===== config.mk =====
export PLATFORM = sky130hd
export DESIGN_NAME = stereo_matching_cost
export DESIGN_NICKNAME = d
export VERILOG_FILES = /design/src/sv/smc_pkg.sv /design/src/sv/smc_cell.sv /design/src/sv/smc_cost.sv /design/src/sv/stereo_matching_cost.sv
export SDC_FILE = /design/constraint.sdc
export NUM_CORES = 2
export LEC_CHECK = 0
export BUFFER_PORTS_ARGS = -buffer_cell sky130_fd_sc_hd__buf_2
export CORE_ASPECT_RATIO = 1.1
export CORE_MARGIN = 4
export CORE_UTILIZATION = 60
export CTS_CLUSTER_DIAMETER = 60
export CTS_CLUSTER_SIZE = 12
export DETAILED_ROUTE_END_ITERATION = 7
export GPL_TIMING_DRIVEN = 0
export PLACE_DENSITY = 0.79
export SKIP_LAST_GASP = 1
export SYNTH_ARGS = -nofsm -noshare
export SYNTH_HDL_FRONTEND = slang
export SYNTH_SLANG_ARGS = --single-unit
export TNS_END_PERCENT = 10

===== constraint.sdc =====
create_clock -name clk -period 35.5 [get_ports clk]
set_input_delay 7.1 -clock clk [delete_from_list [all_inputs] [get_ports clk]]
set_output_delay 7.1 -clock clk [all_outputs]
set_load 0.005 [all_outputs]

===== src/sv/smc_pkg.sv =====
`timescale 1ns / 1ps

package smc_pkg;

  localparam int MAX_DISP   = 32;
  localparam int MAX_WIDTH  = 2048;
  localparam int HIST_DEPTH = MAX_DISP + 2;
  localparam int NCH        = 3;
  localparam int PIX_W      = 8;
  localparam int COL_W      = 11;
  localparam int DISP_W     = 5;
  localparam int ND_W       = 6;
  localparam int COST_W     = 16;
  localparam int SUM_W      = 18;
  localparam int CFG_ADDR_W = 3;
  localparam int CFG_DATA_W = 8;

  localparam logic [SUM_W-1:0] PIX_MAX    = SUM_W'(255);
  localparam logic [SUM_W-1:0] PIX_MAX_SQ = SUM_W'(255 * 255);

  localparam logic [CFG_ADDR_W-1:0] CFG_NUM_DISP       = 3'd0;
  localparam logic [CFG_ADDR_W-1:0] CFG_NUM_COLORS     = 3'd1;
  localparam logic [CFG_ADDR_W-1:0] CFG_USE_BIRCHFIELD = 3'd2;
  localparam logic [CFG_ADDR_W-1:0] CFG_SQUARED_DIFFS  = 3'd3;
  localparam logic [CFG_ADDR_W-1:0] CFG_TRUNC_DIFF     = 3'd4;

  // channel 0 (red) in the low byte
  typedef logic [NCH-1:0][PIX_W-1:0] pixel_t;

  typedef struct packed {
    logic [COL_W-1:0]  col;
    logic [DISP_W-1:0] disp;
    logic              last;
    logic              invalid;
  } meta_t;

  // pixel under test and its neighbors in both images, edges already resolved
  typedef struct packed {
    pixel_t c1;
    pixel_t l1;
    pixel_t r1;
    pixel_t c2;
    pixel_t l2;
    pixel_t r2;
  } taps_t;

  typedef struct packed {
    logic              use_bt;
    logic              sq;
    logic [1:0]        nc;
    logic [COST_W-1:0] lim;
    logic [COST_W-1:0] inval;
  } cost_cfg_t;

  typedef enum logic [1:0] {
    ST_IDLE,
    ST_EMIT,
    ST_LOADB
  } state_t;

endpackage


===== src/sv/smc_cell.sv =====
`timescale 1ns / 1ps

module smc_cell (
  input  logic            clk,
  input  logic            rst_n,
  input  logic            shift,
  input  logic            load,
  input  logic            step,
  input  smc_pkg::pixel_t prev_pix,
  input  smc_pkg::pixel_t next_scan,
  output smc_pkg::pixel_t hist_o,
  output smc_pkg::pixel_t scan_o
);
  import smc_pkg::*;

  pixel_t hist_r;
  pixel_t scan_r;

  always_ff @(posedge clk) begin
    if (!rst_n) begin
      hist_r <= '0;
    end else if (shift) begin
      hist_r <= prev_pix;
    end
  end

  always_ff @(posedge clk) begin
    if (load) begin
      scan_r <= prev_pix;
    end else if (step) begin
      scan_r <= next_scan;
    end
  end

  assign hist_o = hist_r;
  assign scan_o = scan_r;

endmodule


===== src/sv/smc_cost.sv =====
`timescale 1ns / 1ps

module smc_cost (
  input  logic               clk,
  input  logic               rst_n,
  input  logic               issue,
  input  smc_pkg::meta_t     meta_i,
  input  smc_pkg::taps_t     taps_i,
  input  smc_pkg::cost_cfg_t cfg_i,
  output logic               en_o,
  output logic               out_tvalid,
  input  logic               out_tready,
  output logic [31:0]        out_tdata,  // column[10:0], disparity[15:11], cost[31:16]
  output logic               out_tlast
);
  import smc_pkg::*;

  function automatic logic [PIX_W-1:0] avg2(input logic [PIX_W-1:0] a,
                                            input logic [PIX_W-1:0] b);
    logic [PIX_W:0] s;
    s = {1'b0, a} + {1'b0, b};
    return s[PIX_W:1];
  endfunction

  function automatic logic [PIX_W-1:0] min3(input logic [PIX_W-1:0] a,
                                            input logic [PIX_W-1:0] b,
                                            input logic [PIX_W-1:0] c);
    logic [PIX_W-1:0] m;
    m = (a < b) ? a : b;
    return (m < c) ? m : c;
  endfunction

  function automatic logic [PIX_W-1:0] max3(input logic [PIX_W-1:0] a,
                                            input logic [PIX_W-1:0] b,
                                            input logic [PIX_W-1:0] c);
    logic [PIX_W-1:0] m;
    m = (a > b) ? a : b;
    return (m > c) ? m : c;
  endfunction

  function automatic logic [PIX_W-1:0] dissim(
    input logic             bt,
    input logic [PIX_W-1:0] c1, input logic [PIX_W-1:0] l1n, input logic [PIX_W-1:0] r1n,
    input logic [PIX_W-1:0] c2, input logic [PIX_W-1:0] l2n, input logic [PIX_W-1:0] r2n);
    logic [PIX_W-1:0] mn1, mx1, mn2, mx2, d1, d2;
    mn1 = min3(c1, avg2(c1, l1n), avg2(c1, r1n));
    mx1 = max3(c1, avg2(c1, l1n), avg2(c1, r1n));
    mn2 = min3(c2, avg2(c2, l2n), avg2(c2, r2n));
    mx2 = max3(c2, avg2(c2, l2n), avg2(c2, r2n));
    d1 = (c1 > mx2) ? c1 - mx2 : ((mn2 > c1) ? mn2 - c1 : '0);
    d2 = (c2 > mx1) ? c2 - mx1 : ((mn1 > c2) ? mn1 - c2 : '0);
    if (!bt) begin
      return (c1 > c2) ? c1 - c2 : c2 - c1;
    end
    return (d1 < d2) ? d1 : d2;
  endfunction

  logic                          en;
  logic                          v1_r, v2_r, out_valid_r;
  meta_t                         meta1_r, meta2_r;
  logic [NCH-1:0][PIX_W-1:0]     diff_nxt, diff1_r;
  logic [NCH-1:0][2*PIX_W-1:0]   term_nxt, term2_r;
  logic [SUM_W-1:0]              sum;
  logic [COST_W-1:0]             cost_nxt;
  logic [31:0]                   data_r;
  logic                          last_r;

  assign en   = !out_valid_r || out_tready;
  assign en_o = en;

  always_comb begin
    for (int b = 0; b < NCH; b++) begin
      if (2'(b) < cfg_i.nc) begin
        diff_nxt[b] = dissim(cfg_i.use_bt, taps_i.c1[b], taps_i.l1[b], taps_i.r1[b],
                             taps_i.c2[b], taps_i.l2[b], taps_i.r2[b]);
      end else begin
        diff_nxt[b] = '0;
      end
    end
  end

  always_comb begin
    for (int b = 0; b < NCH; b++) begin
      term_nxt[b] = cfg_i.sq ? (2*PIX_W)'(diff1_r[b]) * (2*PIX_W)'(diff1_r[b])
                             : (2*PIX_W)'(diff1_r[b]);
    end
  end

  always_comb begin
    sum = '0;
    for (int b = 0; b < NCH; b++) begin
      sum = sum + SUM_W'(term2_r[b]);
    end
    if (meta2_r.invalid) begin
      cost_nxt = cfg_i.inval;
    end else if (sum < SUM_W'(cfg_i.lim)) begin
      cost_nxt = sum[COST_W-1:0];
    end else begin
      cost_nxt = cfg_i.lim;
    end
  end

  always_ff @(posedge clk) begin
    if (!rst_n) begin
      v1_r        <= 1'b0;
      v2_r        <= 1'b0;
      out_valid_r <= 1'b0;
    end else if (en) begin
      v1_r        <= issue;
      v2_r        <= v1_r;
      out_valid_r <= v2_r;
    end
  end

  always_ff @(posedge clk) begin
    if (en) begin
      meta1_r <= meta_i;
      diff1_r <= diff_nxt;
      meta2_r <= meta1_r;
      term2_r <= term_nxt;
      data_r  <= {cost_nxt, meta2_r.disp, meta2_r.col};
      last_r  <= meta2_r.last;
    end
  end

  assign out_tvalid = out_valid_r;
  assign out_tdata  = data_r;
  assign out_tlast  = last_r;

endmodule


===== src/sv/stereo_matching_cost.sv =====
`timescale 1ns / 1ps
// Streaming stereo matching cost (AD or Birchfield-Tomasi, optionally squared).
// Input: one left/right pixel pair per transaction on in_*, in_tlast marks
// the last pixel of a scanline. Output: one cost per (left pixel, disparity)
// on out_*, disparities 0..N-1 in order (N = num_disp clamped to 1..32);
// out_tlast flags the final result caused by one input transaction.
// A pixel's costs leave when the next pixel is taken; at line end the costs
// of the last pixel follow directly. The first pixel of a line that is not
// also its last causes no result.
// Costs are issued one per cycle while the output is not stalled, from a
// chain of right-pixel cells that shifts one disparity step per issue.
// A pixel issues one cost per disparity; at line end ST_LOADB reloads the
// chain for the last pixel's costs. A first pixel that is not a line end
// issues none. Issued costs pass the difference, term and output registers
// before out_tvalid rises. A new input is taken only when the previous one
// has been fully issued. A stalled receiver freezes the 3-stage cost pipeline
// and the issue chain; nothing is dropped. Configuration (cfg_*) is to be
// written by the user only while idle; the block does not enforce it.
// Reset (rst_n, synchronous) clears the line position, the pixel history
// and restores the register defaults 32, 3, 1, 0, 255.
module stereo_matching_cost (
  input  logic        clk,
  input  logic        rst_n,
  input  logic        in_tvalid,
  output logic        in_tready,
  // left_red, left_green, left_blue, right_red, right_green, right_blue
  input  logic [47:0] in_tdata,
  input  logic        in_tlast,
  output logic        out_tvalid,
  input  logic        out_tready,
  // column[10:0], disparity[15:11], cost[31:16]
  output logic [31:0] out_tdata,
  output logic        out_tlast,
  input  logic        cfg_we,
  input  logic [2:0]  cfg_addr,
  input  logic [7:0]  cfg_wdata
);
  import smc_pkg::*;

  // configuration
  logic [ND_W-1:0]   num_disp_r;
  logic [1:0]        num_colors_r;
  logic              use_bt_r;
  logic              sq_r;
  logic [PIX_W-1:0]  trunc_r;
  logic [ND_W-1:0]   nd_r;
  cost_cfg_t         ccfg_r;
  logic [1:0]        nc_c;
  logic [COST_W-1:0] lim_c;
  logic [SUM_W-1:0]  worst_c;

  always_ff @(posedge clk) begin
    if (!rst_n) begin
      num_disp_r   <= ND_W'(MAX_DISP);
      num_colors_r <= 2'd3;
      use_bt_r     <= 1'b1;
      sq_r         <= 1'b0;
      trunc_r      <= 8'd255;
    end else if (cfg_we) begin
      case (cfg_addr)
        CFG_NUM_DISP:       num_disp_r   <= cfg_wdata[ND_W-1:0];
        CFG_NUM_COLORS:     num_colors_r <= cfg_wdata[1:0];
        CFG_USE_BIRCHFIELD: use_bt_r     <= cfg_wdata[0];
        CFG_SQUARED_DIFFS:  sq_r         <= cfg_wdata[0];
        CFG_TRUNC_DIFF:     trunc_r      <= cfg_wdata;
        default: ;
      endcase
    end
  end

  always_comb begin
    nc_c    = (num_colors_r == 2'd0) ? 2'd1 : num_colors_r;
    lim_c   = sq_r ? COST_W'(trunc_r) * COST_W'(trunc_r) : COST_W'(nc_c) * COST_W'(trunc_r);
    worst_c = SUM_W'(nc_c) * (sq_r ? PIX_MAX_SQ : PIX_MAX);
  end

  always_ff @(posedge clk) begin
    if (num_disp_r == '0) begin
      nd_r <= ND_W'(1);
    end else if (num_disp_r > ND_W'(MAX_DISP)) begin
      nd_r <= ND_W'(MAX_DISP);
    end else begin
      nd_r <= num_disp_r;
    end
    ccfg_r.use_bt <= use_bt_r;
    ccfg_r.sq     <= sq_r;
    ccfg_r.nc     <= nc_c;
    ccfg_r.lim    <= lim_c;
    ccfg_r.inval  <= (worst_c < SUM_W'(lim_c)) ? worst_c[COST_W-1:0] : lim_c;
  end

  // control
  state_t             state_r, state_nxt;
  logic [COL_W-1:0]   col_r, col_nxt;
  logic [COL_W-1:0]   x_r, x_nxt;
  logic [DISP_W-1:0]  d_r, d_nxt;
  logic               pend_r, pend_nxt;
  logic               lastcol_r, lastcol_nxt;
  logic               accept, line_end, last_item, issue, load, en;
  pixel_t             lw_r [3];
  pixel_t             left_in, right_in;

  assign left_in   = in_tdata[23:0];
  assign right_in  = in_tdata[47:24];
  assign accept    = in_tvalid && in_tready;
  assign line_end  = in_tlast || (col_r >= COL_W'(MAX_WIDTH - 1));
  assign last_item = (d_r == DISP_W'(nd_r - ND_W'(1)));

  always_comb begin
    state_nxt   = state_r;
    col_nxt     = col_r;
    x_nxt       = x_r;
    d_nxt       = d_r;
    pend_nxt    = pend_r;
    lastcol_nxt = lastcol_r;
    in_tready   = 1'b0;
    issue       = 1'b0;
    load        = 1'b0;
    case (state_r)
      ST_IDLE: begin
        in_tready = 1'b1;
        if (in_tvalid) begin
          load    = 1'b1;
          col_nxt = line_end ? '0 : col_r + COL_W'(1);
          d_nxt   = '0;
          if (col_r != '0) begin
            state_nxt   = ST_EMIT;
            x_nxt       = col_r - COL_W'(1);
            lastcol_nxt = 1'b0;
            pend_nxt    = line_end;
          end else if (line_end) begin
            state_nxt = ST_LOADB;
            x_nxt     = col_r;
            pend_nxt  = 1'b0;
          end
        end
      end
      ST_EMIT: begin
        if (en) begin
          issue = 1'b1;
          if (last_item) begin
            d_nxt = '0;
            if (pend_r) begin
              state_nxt = ST_LOADB;
              x_nxt     = x_r + COL_W'(1);
              pend_nxt  = 1'b0;
            end else begin
              state_nxt = ST_IDLE;
            end
          end else begin
            d_nxt = d_r + DISP_W'(1);
          end
        end
      end
      ST_LOADB: begin
        load        = 1'b1;
        lastcol_nxt = 1'b1;
        d_nxt       = '0;
        state_nxt   = ST_EMIT;
      end
      default: state_nxt = ST_IDLE;
    endcase
  end

  always_ff @(posedge clk) begin
    if (!rst_n) begin
      state_r   <= ST_IDLE;
      col_r     <= '0;
      x_r       <= '0;
      d_r       <= '0;
      pend_r    <= 1'b0;
      lastcol_r <= 1'b0;
      lw_r[0]   <= '0;
      lw_r[1]   <= '0;
      lw_r[2]   <= '0;
    end else begin
      state_r   <= state_nxt;
      col_r     <= col_nxt;
      x_r       <= x_nxt;
      d_r       <= d_nxt;
      pend_r    <= pend_nxt;
      lastcol_r <= lastcol_nxt;
      if (accept) begin
        lw_r[0] <= left_in;
        lw_r[1] <= lw_r[0];
        lw_r[2] <= lw_r[1];
      end
    end
  end

  // right history / scan chain
  pixel_t hist_w [HIST_DEPTH];
  pixel_t scan_w [HIST_DEPTH];

  for (genvar i = 0; i < HIST_DEPTH; i++) begin : g_cell
    pixel_t prev_pix, next_scan;
    if (i == 0) begin : g_head
      assign prev_pix = right_in;
    end else begin : g_body
      assign prev_pix = hist_w[i-1];
    end
    if (i == HIST_DEPTH - 1) begin : g_tail
      assign next_scan = scan_w[i];
    end else begin : g_mid
      assign next_scan = scan_w[i+1];
    end
    smc_cell u_cell (
      .clk       (clk),
      .rst_n     (rst_n),
      .shift     (accept),
      .load      (load),
      .step      (issue),
      .prev_pix  (prev_pix),
      .next_scan (next_scan),
      .hist_o    (hist_w[i]),
      .scan_o    (scan_w[i])
    );
  end

  // taps for the current disparity
  taps_t taps;
  meta_t meta;
  logic  d_eq_x;

  assign d_eq_x = ({{(COL_W-DISP_W){1'b0}}, d_r} == x_r);

  always_comb begin
    taps.c1 = lastcol_r ? lw_r[0] : lw_r[1];
    taps.l1 = (x_r == '0) ? taps.c1 : (lastcol_r ? lw_r[1] : lw_r[2]);
    taps.r1 = lastcol_r ? taps.c1 : lw_r[0];
    taps.c2 = scan_w[1];
    taps.l2 = d_eq_x ? taps.c2 : scan_w[2];
    taps.r2 = (lastcol_r && d_r == '0) ? taps.c2 : scan_w[0];
    meta.col     = x_r;
    meta.disp    = d_r;
    meta.last    = last_item && !pend_r;
    meta.invalid = ({{(COL_W-DISP_W){1'b0}}, d_r} > x_r);
  end

  smc_cost u_cost (
    .clk        (clk),
    .rst_n      (rst_n),
    .issue      (issue),
    .meta_i     (meta),
    .taps_i     (taps),
    .cfg_i      (ccfg_r),
    .en_o       (en),
    .out_tvalid (out_tvalid),
    .out_tready (out_tready),
    .out_tdata  (out_tdata),
    .out_tlast  (out_tlast)
  );

endmodule

== Yosys cells after proc, flatten, opt, wreduce, memory -nomap -nowiden ==
Memory sizes are Yosys's and may differ from the RTL's.
Cells that the tools add are included.
Storage, ports and cells
  input port bits: 65
  memories kept: 1
  register bits after elaboration: 1842
  bits in writable memories: 72
  word-level logic and storage cells: 556
  output and inout bits: 35
Memory list
  lw_r: depth 3, width 24, rd ports 3, clocked after memory_dff 0, write ports 3, line stereo_matching_cost.sv:100  | pixel_t lw_r [3];
Cells by class
  reductions and logical operators: 30
  multiply operators: 6
  bitwise operators: 3
  add/subtract/negate cells: 37
  $lt $le $gt $ge: 50
  equal/unequal tests: 14
  mux-type cells: 174
Operators with widths (count)
  2-to-1 mux 24 bit: 75
  2-to-1 mux 8 bit: 51
  > comparator 8 bit: 27
  subtractor 8 bit: 18
  less-than comparator 8 bit: 15
  adder 8 x 8 -> 9 bit: 12
  2-to-1 mux 16 bit: 5
  2-to-1 mux 11 bit: 7
  multiplier 8 x 8 -> 16 bit: 4
  less-than comparator 18 x 16 -> 1 bit: 2
  adder 11 x 1 -> 11 bit, second input constant: 2
  one-hot mux 11 bit (2 select lines): 1
  2-to-1 mux 1 bit: 20
  adder 18 x 16 -> 18 bit: 1
  multiplier 2 x 16 -> 18 bit: 1
  adder 16 x 16 -> 17 bit: 1
  2-to-1 mux 5 bit: 3
  one-hot mux 5 bit (3 select lines): 1
  2-to-1 mux 2 bit: 7
  AND reduction 2 bit: 6
  == test 5 x 11 -> 1 bit: 1
  >= comparator 11 bit, second input constant: 1
  > comparator 5 x 11 -> 1 bit: 1
  logical NOT 11 bit: 1
  other kinds (33): 51

== Longest topological paths before layout ==
An unclocked memory read counts as a cell.
  word-level depth: 14
  mapped depth: 54
  mapped depth without buffers: 52

== Modules after synthesis ==
A second synthesis with hierarchy kept.
Unflattened totals
  cells, all modules: 8622
  area, all modules: 107481.8 um2
By module, submodules not included
  smc_cell: area each 2039.5 um2, times used 34, sequential area each 1201.2 um2, cells an instance 129
  smc_cost: area each 27330.0 um2, times used 1, sequential area each 4294.1 um2, cells an instance 3090
  stereo_matching_cost: area each 10810.4 um2, times used 1, sequential area each 3963.8 um2, cells an instance 1146

== Least setup slack after synthesis ==
No wires, ideal clock.
  kind: input to register
  from: input out_tready
  to: register d_r[0]
  library setup time: 0.207 ns
  slack: 6.122 ns
  buffers on the path: 0
  cell stages on the path: 7
  data required time: 35.293 ns
  arrival time: 29.170 ns
  path through: nor2b_1 inv_1 nand2_1 nand2_1 o21ai_0 nand2_1 nor2_1
On the way
  word-level cells in the longest chain between the ends: 3
Ends and longest elaborated chain
  start: declaration: line stereo_matching_cost.sv:30  | input logic out_tready,
  logical OR 1 bit: line smc_cost.sv:68  | assign en = !out_valid_r || out_tready;
  inequality test 2 bit (no line)
  AND reduction 3 bit (no line)
  end signal: assignment: line stereo_matching_cost.sv:180  | d_r <= d_nxt;
  end: declaration: line stereo_matching_cost.sv:96  | logic [DISP_W-1:0] d_r, d_nxt;
No other way between the ends.
A chain may end at the register's enable or synchronous reset.

== Final worst setup path ==
  from: register lastcol_r
  to: register u_cost.diff1_r[7] (netlist name), data pin
On the way
  word-level cells in the longest chain between the ends: 13
  elaborated cells between the ends (all ways): 41
Ends and longest elaborated chain
  start: declaration: line stereo_matching_cost.sv:98  | logic lastcol_r, lastcol_nxt;
  start signal: assignment: line stereo_matching_cost.sv:182  | lastcol_r <= lastcol_nxt;
  2-to-1 mux 24 bit (on tied branches): line stereo_matching_cost.sv:229, stereo_matching_cost.sv:228
  2-to-1 mux 24 bit: line stereo_matching_cost.sv:229  | taps.l1 = (x_r == '0) ? taps.c1 : (lastcol_r ? lw_r[1] : lw_r[2]);
  adder 8 x 8 -> 9 bit: line smc_cost.sv:21  | s = {1'b0, a} + {1'b0, b};
  less-than comparator 8 bit: line smc_cost.sv:29  | m = (a < b) ? a : b;
  2-to-1 mux 8 bit: line smc_cost.sv:29
  less-than comparator 8 bit: line smc_cost.sv:30  | return (m < c) ? m : c;
  2-to-1 mux 8 bit: line smc_cost.sv:30
  subtractor 8 bit or > comparator 8 bit (tied branches): line smc_cost.sv:51  | d2 = (c2 > mx1) ? c2 - mx1 : ((mn1 > c2) ? mn1 - c2 : '0);
  2-to-1 mux 8 bit (2 in series): line smc_cost.sv:51
  less-than comparator 8 bit: line smc_cost.sv:55  | return (d1 < d2) ? d1 : d2;
  2-to-1 mux 8 bit: line smc_cost.sv:55
  2-to-1 mux 8 bit *: line smc_cost.sv:55
  end signal: assignment: line smc_cost.sv:118  | diff1_r <= diff_nxt;
  end: declaration: line smc_cost.sv:61  | logic [NCH-1:0][PIX_W-1:0] diff_nxt, diff1_r;
Mark *: on every way between the ends. The rest lies on a longest branch, timed or not. The select of a mux whose other input is x is not followed.

==> results by group <==
Cells and area
  • Synth-to-Final Area Change: 9.69%
  • Most common cell after layout, fill and taps aside: nand2_1
  • Core Util, Final: 0.665
  • Commonest non-fill, non-tap cells in the layout: nand2_1, edfxtp_1, dfxtp_1, a22o_1, ha_1
  • Share of layout cells above drive strength 1: 0.0480
  • Fin area: 104,000 um^2
  • Nets: 10,400

CTS
  • CTS Hold Bufs: 0
  • CTS tree: done
  • # Post-CTS Setup Buffers: 0
  • CTS buffer count: 185
  • H-tree Lvls: 4
  • TritonCTS Sinks: 1,914
  • CTS Root Cell: clkbuf_16
  • Worst-Skew Late Latency: 0.83 ns
  • Reg clk slew, reported paths: about 0.060 ns
  • Clk buf depth: 3
  • Quantity of gates resized following cts: 0

Placed design
  • RD Place Congestion: 0.966
  • Port buffer count: 99
  • Post-DP Area: ~98,000 um^2
  • DP Wirelength: 183 mm

Floorplanning
  • Die area: 165,000 um^2
  • # IOs: 100
  • Core box area: 157,000 um^2
  • Die Span X: 387 um
  • # rows: ~150
  • Initial core utilization: 0.606
  • Chip height: between 400 and 500 um

Route
  • DR pass1 iterations: 6
  • Drt total wl: 246 mm
  • DRT iter0 DRCs: about 5,900
  • DRC viols: 0
  • Post-route ant nets: 0
  • DR vias: 70,400
  • Avg WL per Cell: about 21 um
  • Via density: 5.92

STA
  • Final period util: 0.395
  • Worst Tran Pin Value: 1.46 ns
  • Unrepaired setup endpoints after global routing: false
  • Worst relative slew slack: 0.0255
  • Final setup skew: 0.0429 ns
  • Maximum clock rate: 0.0714 GHz
  • Final min period: 14.01 ns
  • Pins over their slew limit: 0
  • Finish-stage setup viols: 0
  • Fin. Hold Viols: 0

Yosys
  • Post-Synth Simple-Gate Area: 0.151
  • Mapped Area: 95,000 um^2
  • Syn Nets: 10,100
  • Synth Area in Compound Gates: 0.139
  • Multiplexer area fraction after synthesis: 0.0287
  • Commonest register cell after synthesis: edfxtp_1
  • Sequential cell area fraction in the yosys report: 0.512
  • EDFF count, synth: 1,029
  • Library cells used by synthesis: 96
  • Post-synth top area cell: edfxtp_1
  • Largest family of logic cells by synthesized area: simple AND/OR/NAND/NOR gates
  • Synth warn: 0
  • Async S/R FF share, synth: 0
  • Syn avg cell area: approximately 10 um^2
  • Adder-cell share of the synthesized area: 0.106
  • Xor/xnor share of the synthesized area: 0.0253
  • Syn Inst Count: 9,353
  • Yosys reg bits: 1,914
  • Most area-consuming cells after synthesis: edfxtp_1, dfxtp_1, nand2_1
  • Yosys top cell area share: 0.325

GRT
  • GRT Overall Usage: 0.293
  • Largest net degree at the start of global routing: ~110
  • Met3 Track Usage GR: 0.0372
  • Vias in the first global route: 69,800
  • Met2 Usage GRT: 0.499
  • Initial antenna violation count: 2
  • Total grt overflow: 0
  • Routing usage on met1: 0.383
  • First-pass GRT wire length: 388 mm
  • GR peak layer: met2

Run
  • Max cap viols: 0

Critical path
  • Crit path required time: 35.99 ns
  • R2R Setup Slk: 21.49 ns
  • Worst R2R Path Depth: 46
  • CP peak stage delay: 1.03 ns
  • CP Capture Type: register
  • Reg-to-Reg Start: lastcol_r
  • Crit start category: register
  • CP max stage cell: buf_1
  • Setup crit end: u_cost.diff1_r[7]
  • Most used cell, CP: o21ai_0
  • Critical path data arrival time: 14.50 ns
  • WS Path Type: register to register
  • FF-to-FF End: u_cost.diff1_r[7]
  • Critical Path Fanout Max: 10
  • Crit. Startpoint: lastcol_r

Hold path
  • Hold Path Origin: sq_r
  • Worst Hold Class: register to register

Run status
  • Status: completed
layer usage:
layer | vias up | routed length [um]
li1 | 33200 | -
met1 | 34300 | 102000
met2 | 2476 | 119000
met3 | 505 | 14800
met4 | 0 | 10100
met5 | - | 0
flip-flops by register name, summed over array words and instances (netlist names), 5 cells and up:
name                  cells
x_r                      11
d_r                       5
trunc_r                   8
u_cost.out_tdata         32
nd_r                      5
num_disp_r                6
ccfg_r                   36
u_cost.meta2_r           18
u_cost.diff1_r           24
u_cost.term2_r           48
col_r                    11
g_cell.u_cell.scan_o    816
u_cost.meta1_r           18
lw_r                     72
g_cell.u_cell.hist_o    792
worst min-delay path by stage:
stage / end / slack (ns) / cells after the start
floorplan: ccfg_r[34] / 0.33 / 0
global placement: ccfg_r[34] / 0.38 / 0
finish: ccfg_r[34] / 0.38 / 0
CTS: ccfg_r[34] / 0.38 / 0
global route: ccfg_r[34] / 0.39 / 0
detailed placement: ccfg_r[34] / 0.37 / 0
worst max-delay path, delay by kind of cell, from the launching register on:
| kind | cells | cell delay, ns |
|---|---|---|
| muxes | 1 | 0.29 |
| adders and majority gates | 6 | 1.95 |
| AOI/OAI and AO/OA | 23 | 5.06 |
| DFF | 1 | 0.31 |
| and+or+nand+nor | 8 | 1.21 |
| buffers and inverters | 8 | 4.81 |
logic make-up after synthesis:
kind of cell / Yosys count
adder cells (fa/ha/maj): 724
multiplexers: 260
AND/OR/NAND/NOR: 3446
flip-flops: 1914
other: 2
buffers and inverters: 932
AO/OA/AOI/OAI: 1801
XOR/XNOR: 274
Yosys cell counts, types with 6 or more instances:
cell type and count:
nand2_1 2641, edfxtp_1 1029, dfxtp_1 885, a22o_1 798, ha_1 591, clkbuf_1 445
inv_1 439, o21ai_0 256, a21oi_1 255, nor2_1 206, xnor2_1 177, and2_1 171
mux2i_1 161, fa_1 133, a21o_1 113, nor2b_1 108, xor2_1 97, mux2_2 89
o21ai_1 72, nand2b_1 67, nand4_1 62, o21bai_1 49, nand3_1 48, nor3_1 40
o21a_1 40, a211oi_1 34, and3_1 34, buf_1 30, o22ai_1 26, or3_1 26
a22oi_1 22, a31oi_1 14, o211ai_1 14, buf_2 10, mux2_1 10, a21boi_0 9
nor3b_1 9, o31ai_1 9, nor4_1 6, o211a_1 6
metrics by stage:
step                TNS (ns)  worst slack [ns]  hold slack, ns  std cells
global placement    -1016.10             -2.81           0.376      11500
detailed placement         0             21.61           0.374      11500
finish                     0             21.49           0.381      11900
CTS                        0             21.46           0.382      11900
floorplan                  0              6.12           0.329       9353
global route               0             20.55           0.389      11900
layout make-up:
class / count / area [um^2]
Fill cell: 11900 / 52500
Sequential cell: 1914 / 48600
Multi-Input combinational cell: 6507 / 42800
Clock buffer: 320 / 5280
Tap cell: 2079 / 2600
Buffer: 489 / 1880
Inverter: 443 / 1670
Timing Repair Buffer: 115 / 883
Clock inverter: 29 / 404
Antenna cell: 2 / 5.00
Power is left out: the tool's default activity adds up to more than one toggle a clock period on the data nets, which glitch-free logic cannot reach.
